### config.mk
export PLATFORM = sky130hd
export DESIGN_NAME = mfts_engine
export DESIGN_NICKNAME = d
export VERILOG_FILES = /design/src/rtl/mfts_pkg.sv /design/src/rtl/mfts_engine.sv
export SDC_FILE = /design/constraint.sdc
export NUM_CORES = 2
export LEC_CHECK = 0
export ABC_CLOCK_PERIOD_IN_PS = 8200
export BUFFER_PORTS_ARGS = -buffer_cell sky130_fd_sc_hd__buf_4
export CORE_ASPECT_RATIO = 1.5
export CORE_MARGIN = 3
export CORE_UTILIZATION = 50
export CTS_CLUSTER_SIZE = 28
export DETAILED_ROUTE_END_ITERATION = 10
export GPL_TIMING_DRIVEN = 0
export PLACE_DENSITY = 0.67
export SLEW_MARGIN = 20
export SYNTH_ARGS = -nofsm -noshare
export SYNTH_HDL_FRONTEND = slang
export SYNTH_SLANG_ARGS = --single-unit
### constraint.sdc
create_clock -name clk -period 8.2 [get_ports clk]
set_input_delay 0.82 -clock clk [delete_from_list [all_inputs] [get_ports clk]]
set_output_delay 0.82 -clock clk [all_outputs]
set_load 0.01 [all_outputs]
### src/rtl/mfts_pkg.sv
package mfts_pkg;

    localparam int MAX_CORES_DEF  = 8;
    localparam int TASK_SLOTS_DEF = 64;
    localparam int QDEPTH         = 4;

    localparam logic [1:0] CMD_ADMIT  = 2'd0;
    localparam logic [1:0] CMD_TICK   = 2'd1;
    localparam logic [1:0] CMD_REPORT = 2'd2;

    localparam logic [2:0] EV_DISPATCH = 3'd0;
    localparam logic [2:0] EV_FINISH   = 3'd1;
    localparam logic [2:0] EV_SLEEP    = 3'd2;
    localparam logic [2:0] EV_PREEMPT  = 3'd3;
    localparam logic [2:0] EV_CONTINUE = 3'd4;
    localparam logic [2:0] EV_ADMIT    = 3'd5;
    localparam logic [2:0] EV_FULL     = 3'd6;

    localparam logic [1:0] REG_POLICY  = 2'd0;
    localparam logic [1:0] REG_QUANTUM = 2'd1;
    localparam logic [1:0] REG_CORES   = 2'd2;

    typedef struct packed {
        logic [1:0] cmd;
        logic [5:0] task_id;
        logic [2:0] core_index;
        logic       task_done;
        logic       task_slept;
        logic [7:0] sleep_length;
    } cmd_t;

endpackage

### src/rtl/mfts_engine.sv
module mfts_engine
#(
    parameter int MAX_CORES  = mfts_pkg::MAX_CORES_DEF,
    parameter int TASK_SLOTS = mfts_pkg::TASK_SLOTS_DEF
)
(
    input  logic            clk,
    input  logic            rst_n,
    input  logic            cmd_valid,
    output logic            cmd_ready,
    input  mfts_pkg::cmd_t  cmd,
    input  logic            policy_mode,
    input  logic [7:0]      quantum_length,
    input  logic [3:0]      cores_in_use,
    output logic            out_valid,
    input  logic            out_ready,
    output logic [2:0]      event_kind,
    output logic [2:0]      event_core,
    output logic [5:0]      event_task,
    output logic [31:0]     executed_total,
    output logic            last_event
);
    localparam int SW = (TASK_SLOTS > 1) ? $clog2(TASK_SLOTS) : 1;
    localparam int CW = (MAX_CORES > 1) ? $clog2(MAX_CORES) : 1;

    typedef enum logic [2:0] {
        S_IDLE,
        S_SLEEP_RD,
        S_SLEEP_WR,
        S_CORE,
        S_FIFO_RD,
        S_FIFO_WAIT,
        S_EMIT
    } state_t;

    state_t          state_reg;
    logic [5:0]      fifo_mem [TASK_SLOTS];
    logic [8:0]      sleep_mem [TASK_SLOTS];
    logic [TASK_SLOTS-1:0] sleep_ok_reg;
    logic [SW-1:0]   head_reg;
    logic [SW:0]     count_reg;
    logic [SW:0]     slot_reg;
    logic [8:0]      sleep_rd_reg;
    logic [5:0]      fifo_rd_reg;
    logic [MAX_CORES-1:0] cvalid_reg;
    logic [5:0]      ctask_reg [MAX_CORES];
    logic [7:0]      cquant_reg [MAX_CORES];
    logic [CW:0]     core_reg;
    logic [CW:0]     lim_reg;
    logic [31:0]     total_reg;
    logic [2:0]      kind_reg;
    logic [2:0]      ecore_reg;
    logic [5:0]      etask_reg;
    logic            last_reg;
    logic            tick_reg;
    logic            found_reg;

    logic [SW-1:0]   tail;
    logic [SW:0]     sum;
    logic            fifo_full;
    logic [7:0]      cnt_dec;
    logic [CW:0]     next_core;
    logic            more_free;
    logic [CW:0]     lim_calc;
    logic [CW-1:0]   rc;
    logic            rc_ok;
    logic [7:0]      qn;
    logic [7:0]      qlim;

    assign sum       = {1'b0, head_reg} + count_reg;
    assign tail      = (sum >= (SW+1)'(TASK_SLOTS)) ? SW'(sum - (SW+1)'(TASK_SLOTS))
                                                    : SW'(sum);
    assign fifo_full = (count_reg == (SW+1)'(TASK_SLOTS));
    assign cnt_dec   = (sleep_rd_reg[7:0] != 8'd0) ? sleep_rd_reg[7:0] - 8'd1 : 8'd0;
    assign rc        = CW'(cmd.core_index);
    assign rc_ok     = ({1'b0, cmd.core_index} < 4'(MAX_CORES));
    assign qn        = (cquant_reg[rc] != 8'hFF) ? cquant_reg[rc] + 8'd1 : 8'hFF;
    assign qlim      = (quantum_length == 8'd0) ? 8'd1 : quantum_length;
    assign lim_calc  = (cores_in_use == 4'd0) ? (CW+1)'(1)
                     : ({1'b0, cores_in_use} > 5'(MAX_CORES)) ? (CW+1)'(MAX_CORES)
                     : (CW+1)'(cores_in_use);
    assign cmd_ready = (state_reg == S_IDLE);

    assign out_valid      = (state_reg == S_EMIT);
    assign event_kind     = kind_reg;
    assign event_core     = ecore_reg;
    assign event_task     = etask_reg;
    assign executed_total = total_reg;
    assign last_event     = last_reg;

    // scan for the next free core from core_reg
    always_comb
    begin
        next_core = lim_reg;
        more_free = 1'b0;
        for (int c = MAX_CORES - 1; c >= 0; c--)
        begin
            if ((CW+1)'(c) >= core_reg && (CW+1)'(c) < lim_reg && !cvalid_reg[c])
            begin
                next_core = (CW+1)'(c);
                more_free = 1'b1;
            end
        end
    end

    // memories
    always_ff @(posedge clk)
    begin
        if (state_reg == S_SLEEP_RD)
        begin
            sleep_rd_reg <= sleep_mem[SW'(slot_reg)];
        end
        if (state_reg == S_SLEEP_WR && sleep_ok_reg[SW'(slot_reg)])
        begin
            sleep_mem[SW'(slot_reg)] <= {1'b1, cnt_dec};
        end
        if (state_reg == S_IDLE && cmd_valid && cmd.cmd == mfts_pkg::CMD_REPORT
            && rc_ok && cvalid_reg[rc] && !cmd.task_done && cmd.task_slept
            && {2'b0, ctask_reg[rc]} < 9'(TASK_SLOTS))
        begin
            sleep_mem[SW'(ctask_reg[rc])] <= {1'b1, cmd.sleep_length};
        end
        if (state_reg == S_FIFO_RD)
        begin
            fifo_rd_reg <= fifo_mem[head_reg];
        end
        if (!fifo_full)
        begin
            if (state_reg == S_IDLE && cmd_valid && cmd.cmd == mfts_pkg::CMD_ADMIT)
            begin
                fifo_mem[tail] <= cmd.task_id;
            end
            else if (state_reg == S_IDLE && cmd_valid && cmd.cmd == mfts_pkg::CMD_REPORT
                     && rc_ok && cvalid_reg[rc] && !cmd.task_done && !cmd.task_slept
                     && policy_mode && qn >= qlim)
            begin
                fifo_mem[tail] <= ctask_reg[rc];
            end
            else if (state_reg == S_SLEEP_WR && sleep_ok_reg[SW'(slot_reg)]
                     && cnt_dec == 8'd0)
            begin
                fifo_mem[tail] <= 6'(slot_reg);
            end
        end
    end

    // sequencer
    always_ff @(posedge clk or negedge rst_n)
    begin
        if (!rst_n)
        begin
            state_reg    <= S_IDLE;
            sleep_ok_reg <= '0;
            head_reg     <= '0;
            count_reg    <= '0;
            slot_reg     <= '0;
            cvalid_reg   <= '0;
            core_reg     <= '0;
            lim_reg      <= '0;
            total_reg    <= '0;
            kind_reg     <= '0;
            ecore_reg    <= '0;
            etask_reg    <= '0;
            last_reg     <= 1'b0;
            tick_reg     <= 1'b0;
            found_reg    <= 1'b0;
            for (int c = 0; c < MAX_CORES; c++)
            begin
                ctask_reg[c]  <= '0;
                cquant_reg[c] <= '0;
            end
        end
        else
        begin
            case (state_reg)
                S_IDLE:
                begin
                    if (cmd_valid)
                    begin
                        tick_reg <= 1'b0;
                        last_reg <= 1'b1;
                        case (cmd.cmd)
                            mfts_pkg::CMD_ADMIT:
                            begin
                                ecore_reg <= '0;
                                etask_reg <= cmd.task_id;
                                kind_reg  <= fifo_full ? mfts_pkg::EV_FULL
                                                       : mfts_pkg::EV_ADMIT;
                                if (!fifo_full)
                                begin
                                    count_reg <= count_reg + (SW+1)'(1);
                                end
                                state_reg <= S_EMIT;
                            end
                            mfts_pkg::CMD_TICK:
                            begin
                                slot_reg  <= '0;
                                lim_reg   <= lim_calc;
                                found_reg <= 1'b0;
                                state_reg <= S_SLEEP_RD;
                            end
                            mfts_pkg::CMD_REPORT:
                            begin
                                if (rc_ok && cvalid_reg[rc])
                                begin
                                    total_reg <= total_reg + 32'd1;
                                    ecore_reg <= cmd.core_index;
                                    etask_reg <= ctask_reg[rc];
                                    state_reg <= S_EMIT;
                                    if (cmd.task_done)
                                    begin
                                        kind_reg       <= mfts_pkg::EV_FINISH;
                                        cvalid_reg[rc] <= 1'b0;
                                        cquant_reg[rc] <= '0;
                                    end
                                    else if (cmd.task_slept)
                                    begin
                                        kind_reg       <= mfts_pkg::EV_SLEEP;
                                        cvalid_reg[rc] <= 1'b0;
                                        cquant_reg[rc] <= '0;
                                        if ({2'b0, ctask_reg[rc]} < 9'(TASK_SLOTS))
                                        begin
                                            sleep_ok_reg[SW'(ctask_reg[rc])] <= 1'b1;
                                        end
                                    end
                                    else if (policy_mode && qn >= qlim)
                                    begin
                                        if (!fifo_full)
                                        begin
                                            kind_reg       <= mfts_pkg::EV_PREEMPT;
                                            cvalid_reg[rc] <= 1'b0;
                                            cquant_reg[rc] <= '0;
                                            count_reg      <= count_reg + (SW+1)'(1);
                                        end
                                        else
                                        begin
                                            kind_reg       <= mfts_pkg::EV_FULL;
                                            cquant_reg[rc] <= qn;
                                        end
                                    end
                                    else
                                    begin
                                        kind_reg       <= mfts_pkg::EV_CONTINUE;
                                        cquant_reg[rc] <= qn;
                                    end
                                end
                            end
                            default:
                            begin
                                state_reg <= S_IDLE;
                            end
                        endcase
                    end
                end
                S_SLEEP_RD:
                begin
                    state_reg <= S_SLEEP_WR;
                end
                S_SLEEP_WR:
                begin
                    // wake or count down one slot
                    if (sleep_ok_reg[SW'(slot_reg)] && cnt_dec == 8'd0 && !fifo_full)
                    begin
                        sleep_ok_reg[SW'(slot_reg)] <= 1'b0;
                        count_reg <= count_reg + (SW+1)'(1);
                    end
                    slot_reg <= slot_reg + (SW+1)'(1);
                    if (slot_reg == (SW+1)'(TASK_SLOTS - 1))
                    begin
                        core_reg  <= '0;
                        state_reg <= S_CORE;
                    end
                    else
                    begin
                        state_reg <= S_SLEEP_RD;
                    end
                end
                S_CORE:
                begin
                    if (more_free && count_reg != '0)
                    begin
                        if (found_reg)
                        begin
                            // show the pending dispatch before the next one
                            tick_reg  <= 1'b1;
                            last_reg  <= 1'b0;
                            found_reg <= 1'b0;
                            state_reg <= S_EMIT;
                        end
                        else
                        begin
                            core_reg  <= next_core;
                            state_reg <= S_FIFO_RD;
                        end
                    end
                    else if (found_reg)
                    begin
                        last_reg  <= 1'b1;
                        state_reg <= S_EMIT;
                    end
                    else
                    begin
                        state_reg <= S_IDLE;
                    end
                end
                S_FIFO_RD:
                begin
                    state_reg <= S_FIFO_WAIT;
                end
                S_FIFO_WAIT:
                begin
                    // dispatch to core_reg
                    cvalid_reg[CW'(core_reg)] <= 1'b1;
                    ctask_reg[CW'(core_reg)]  <= fifo_rd_reg;
                    cquant_reg[CW'(core_reg)] <= '0;
                    head_reg  <= (head_reg == SW'(TASK_SLOTS - 1)) ? '0 : head_reg + SW'(1);
                    count_reg <= count_reg - (SW+1)'(1);
                    found_reg <= 1'b1;
                    kind_reg  <= mfts_pkg::EV_DISPATCH;
                    ecore_reg <= 3'(core_reg);
                    etask_reg <= fifo_rd_reg;
                    core_reg  <= core_reg + (CW+1)'(1);
                    state_reg <= S_CORE;
                end
                S_EMIT:
                begin
                    if (out_ready)
                    begin
                        if (tick_reg)
                        begin
                            tick_reg  <= 1'b0;
                            state_reg <= S_CORE;
                        end
                        else
                        begin
                            state_reg <= S_IDLE;
                        end
                    end
                end
                default:
                begin
                    state_reg <= S_IDLE;
                end
            endcase
        end
    end

    property p_emit_holds;
        @(posedge clk) disable iff (!rst_n)
        (out_valid && !out_ready) |=> (out_valid && $stable(etask_reg));
    endproperty
    a_emit_holds: assert property (p_emit_holds) else $error("result dropped");

    property p_count_bound;
        @(posedge clk) disable iff (!rst_n)
        1'b1 |-> (count_reg <= (SW+1)'(TASK_SLOTS));
    endproperty
    a_count_bound: assert property (p_count_bound) else $error("fifo count overflow");

    property p_dispatch_fills;
        @(posedge clk) disable iff (!rst_n)
        (out_valid && kind_reg == mfts_pkg::EV_DISPATCH) |-> cvalid_reg[CW'(ecore_reg)];
    endproperty
    a_dispatch_fills: assert property (p_dispatch_fills) else $error("dispatch to empty core");

endmodule

==> flow_summary.json <==
{
  "yosysSeqAreaShare_pct": 69.2,
  "initialDrtViolationCount": 4261,
  "grt_overflow": 0,
  "crit_path_max_fanout": 10,
  "yosysTopAreaCell": "edfxtp_1",
  "hold_viol": 0,
  "ys_top_cells_by_count": "edfxtp_1 (910), dfrtp_1 (262), nand2_1 (209)",
  "rsz0062_at_grt": "false",
  "final_area_mm2": 0.0563,
  "rrSetupSlack_ns": 1.90,
  "syn_area_mm2": 0.0490,
  "largest-register": "sleep_mem",
  "cts_setup_buffers": 0,
  "clock-root-buffer": "clkbuf_16",
  "antenna_found_initial": 4,
  "period_share_pct": 83.3,
  "grt_max_degree": 91,
  "routedWlPerCell_um": 31.0,
  "synth_area_leaders": "edfxtp_1 (56%), dfrtp_1 (13%), mux4_2 (6.4%)",
  "avgSynthCellArea_um2": 15.3,
  "clkTransAtPathRegs_ns": 0.07,
  "drc": 0,
  "met1_length_mm": 51.3,
  "syn_to_final_growth_pct": 14.8,
  "fmax_ghz": 0.146,
  "worst_slack_ns": 1.37,
  "drive_gt1_share_pct": 20.3,
  "yosysUniqueCellTypes": 86,
  "routed_wl_mm": 149,
  "post-route-min-period_ns": 6.83,
  "cts.sinks": 1172,
  "die_h_um": 389,
  "dr.max_layer_used": "met4",
  "core-area_mm2": 0.0972,
  "start_util_pct": 50.4,
  "wl_met3_mm": 14.3,
  "regArea_mm2": 0.0339,
  "reg2reg_depth": 20,
  "clock_latency_ns": 0.70,
  "grt_use_total_pct": 29.2,
  "clock_path_buffers": 3,
  "drtPass1Iterations": 7,
  "cts_made_buffers": 102,
  "synth_edf_count": 910,
  "post_cts_resized": 0,
  "maxSlewViolCount": 0,
  "status": "finished clean",
  "routabilityCongestion": 0.981,
  "htreeDepth": 3,
  "largest_reg_flops": 512,
  "port_buffers": 82,
  "drt-vias-per-instance": 6.69,
  "path_class": "input pin to flip-flop",
  "hp-class": "input pin to asynchronous set/reset pin",
  "ys.flop_type": "edfxtp_1",
  "synthArstFlopShare_pct": 22.4,
  "dr_wl_met2_mm": 73.2,
  "ir_drop_mv": 0.204,
  "utilization_pct": 57.9,
  "grt_pass1_vias": 31649,
  "pin_count": 85,
  "largestRegisters": "sleep_mem x512, fifo_mem x384",
  "die_width_um": 262,
  "cts_tree": "yes",
  "synth_most_common_cell": "edfxtp_1",
  "endpoint_kind": "flip-flop",
  "yosys.area.top_type_share_pct": 55.8,
  "nFillCells": 7426,
  "place_area_mm2": 0.0527,
  "final_nets": 3509,
  "core.rowCount": 140,
  "setup_violations": 0,
  "syn_nets": 3263,
  "postCtsHoldBufs": 0,
  "arrival_ns": 7.14,
  "place_ws_ns": 0.765,
  "cp.required_ns": 8.51,
  "finClkSkew_ns": 0.0225,
  "dieArea_mm2": 0.102,
  "ys_seq_elements": 1172,
  "powerDensity_mw_per_mm2": 321,
  "p_leak_nw": 19.0,
  "vias": 32143,
  "grt_pass1_wl_mm": 215,
  "tightest_slew_ns": 1.26,
  "yosys_warnings": 0,
  "slew_headroom_pct": 16.3,
  "multi_input_area_mm2": 0.0147,
  "dp_hpwl_mm": 102,
  "syn_inst": 3197,
  "drv_cap": 0,
  "startpoint_type": "input pin",
  "ant_nets": 0
}
## metrics by stage
step	setup TNS, ns	power [mW]	hold WS, ns	std cells
floorplan	0	10.5	0.438	3197
global placement	-933.58	12.6	0.457	4557
detailed placement	0	12.9	0.456	4617
CTS	0	17.9	0.102	4803
global route	0	18.5	0.140	4804
finish	0	18.1	0.104	4806
## layout make-up
cell class                 instances  area share (%)
multi-input combinational       1780            26.1
clock inverter                    62            1.26
buffer                           200            1.58
inverter                          45           0.300
antenna                            3          0.0133
timing repair buffer             142            2.76
clock buffer                     124            4.97
sequential                      1172            60.2
tap                             1278            2.84
## routing by layer
metal  vias to the layer above  GRT usage, %
met1                     16290          34.8
met5                         -             0
li1                      13309             -
met3                       517          6.12
met2                      2027          48.9
met4                         0          17.0
## path summary, 6_finish.rpt
path | start | end
worst max-delay path | cmd[10] | fifo_mem[45][3]$_DFFE_PP_
min in group clk | cores_in_use[3] | lim_reg[0]$_DFFE_PN0P_
worst max register to register | cquant_reg[1]$_DFFE_PN0P_ | fifo_mem[45][3]$_DFFE_PP_
worst min-delay path | rst_n | cquant_reg[1]$_DFFE_PN0P_
worst min register to register | ctask_reg[43]$_DFFE_PN0P_ | ctask_reg[43]$_DFFE_PN0P_
max in group asynchronous | rst_n | executed_total[19]$_DFFE_PN0P_
## cell families (layout without fill, tap and decap cells)
group / count (synthesis) / in the layout / share of synthesized area (%)
flops: 1172 / 1172 / 69.2
compound gates: 752 / 752 / 10.8
simple gates: 697 / 697 / 7.27
mux: 250 / 250 / 8.89
buf+inv: 245 / 573 / 2.15
xor+xnor: 53 / 53 / 0.948
fa+ha+maj: 28 / 28 / 0.746
other cells: 0 / 3 / 0
## report_power, final
group | leakage, nW | total (mW) | internal (mW) | switching (mW)
Clock | 1.71 | 5.07 | 2.90 | 2.17
Combinational | 5.61 | 5.69 | 1.83 | 3.86
Sequential | 11.7 | 7.32 | 7.09 | 0.236
## layout by cell type, fill, tap and decap left out, types with 24 or more instances in the layout
cell,Yosys,routed
mux2_2,65,63
mux2i_1,40,36
buf_4,11,123
a31oi_1,73,72
inv_1,43,43
a22oi_1,189,189
buf_1,31,27
nand4_1,46,46
nor3_2,6,82
nand3_1,59,59
edfxtp_1,910,910
a41oi_1,25,25
dfrtp_1,262,262
xnor2_1,44,44
o21ai_0,81,78
nor3_1,146,68
clkbuf_1,116,124
a221oi_1,47,47
a22o_1,59,59
buf_2,36,38
ha_1,26,26
a21oi_1,145,143
mux4_2,139,139
and3_1,24,24
clkbuf_16,0,107
nand2_1,209,209
nor2_1,92,90
## critical path, cell delays in order
cell and delay (ns):
buf_4 0.15, inv_1 0.17, buf_1 0.70, a221oi_1 0.25, o22a_1 0.31, inv_1 0.07, ha_1 0.20, nand2_1 0.10
nor4b_2 0.38, nand3_1 0.11, o21ai_1 0.46, inv_1 0.31, ha_1 0.39, nand4_1 0.09, nor2_1 0.14, a2111oi_2 0.12
nor4_1 0.49, a21oi_1 0.17, o32a_1 0.29, buf_4 0.24, buf_2 0.21, nor3_1 0.93
Power figures use the tool's default switching activity.
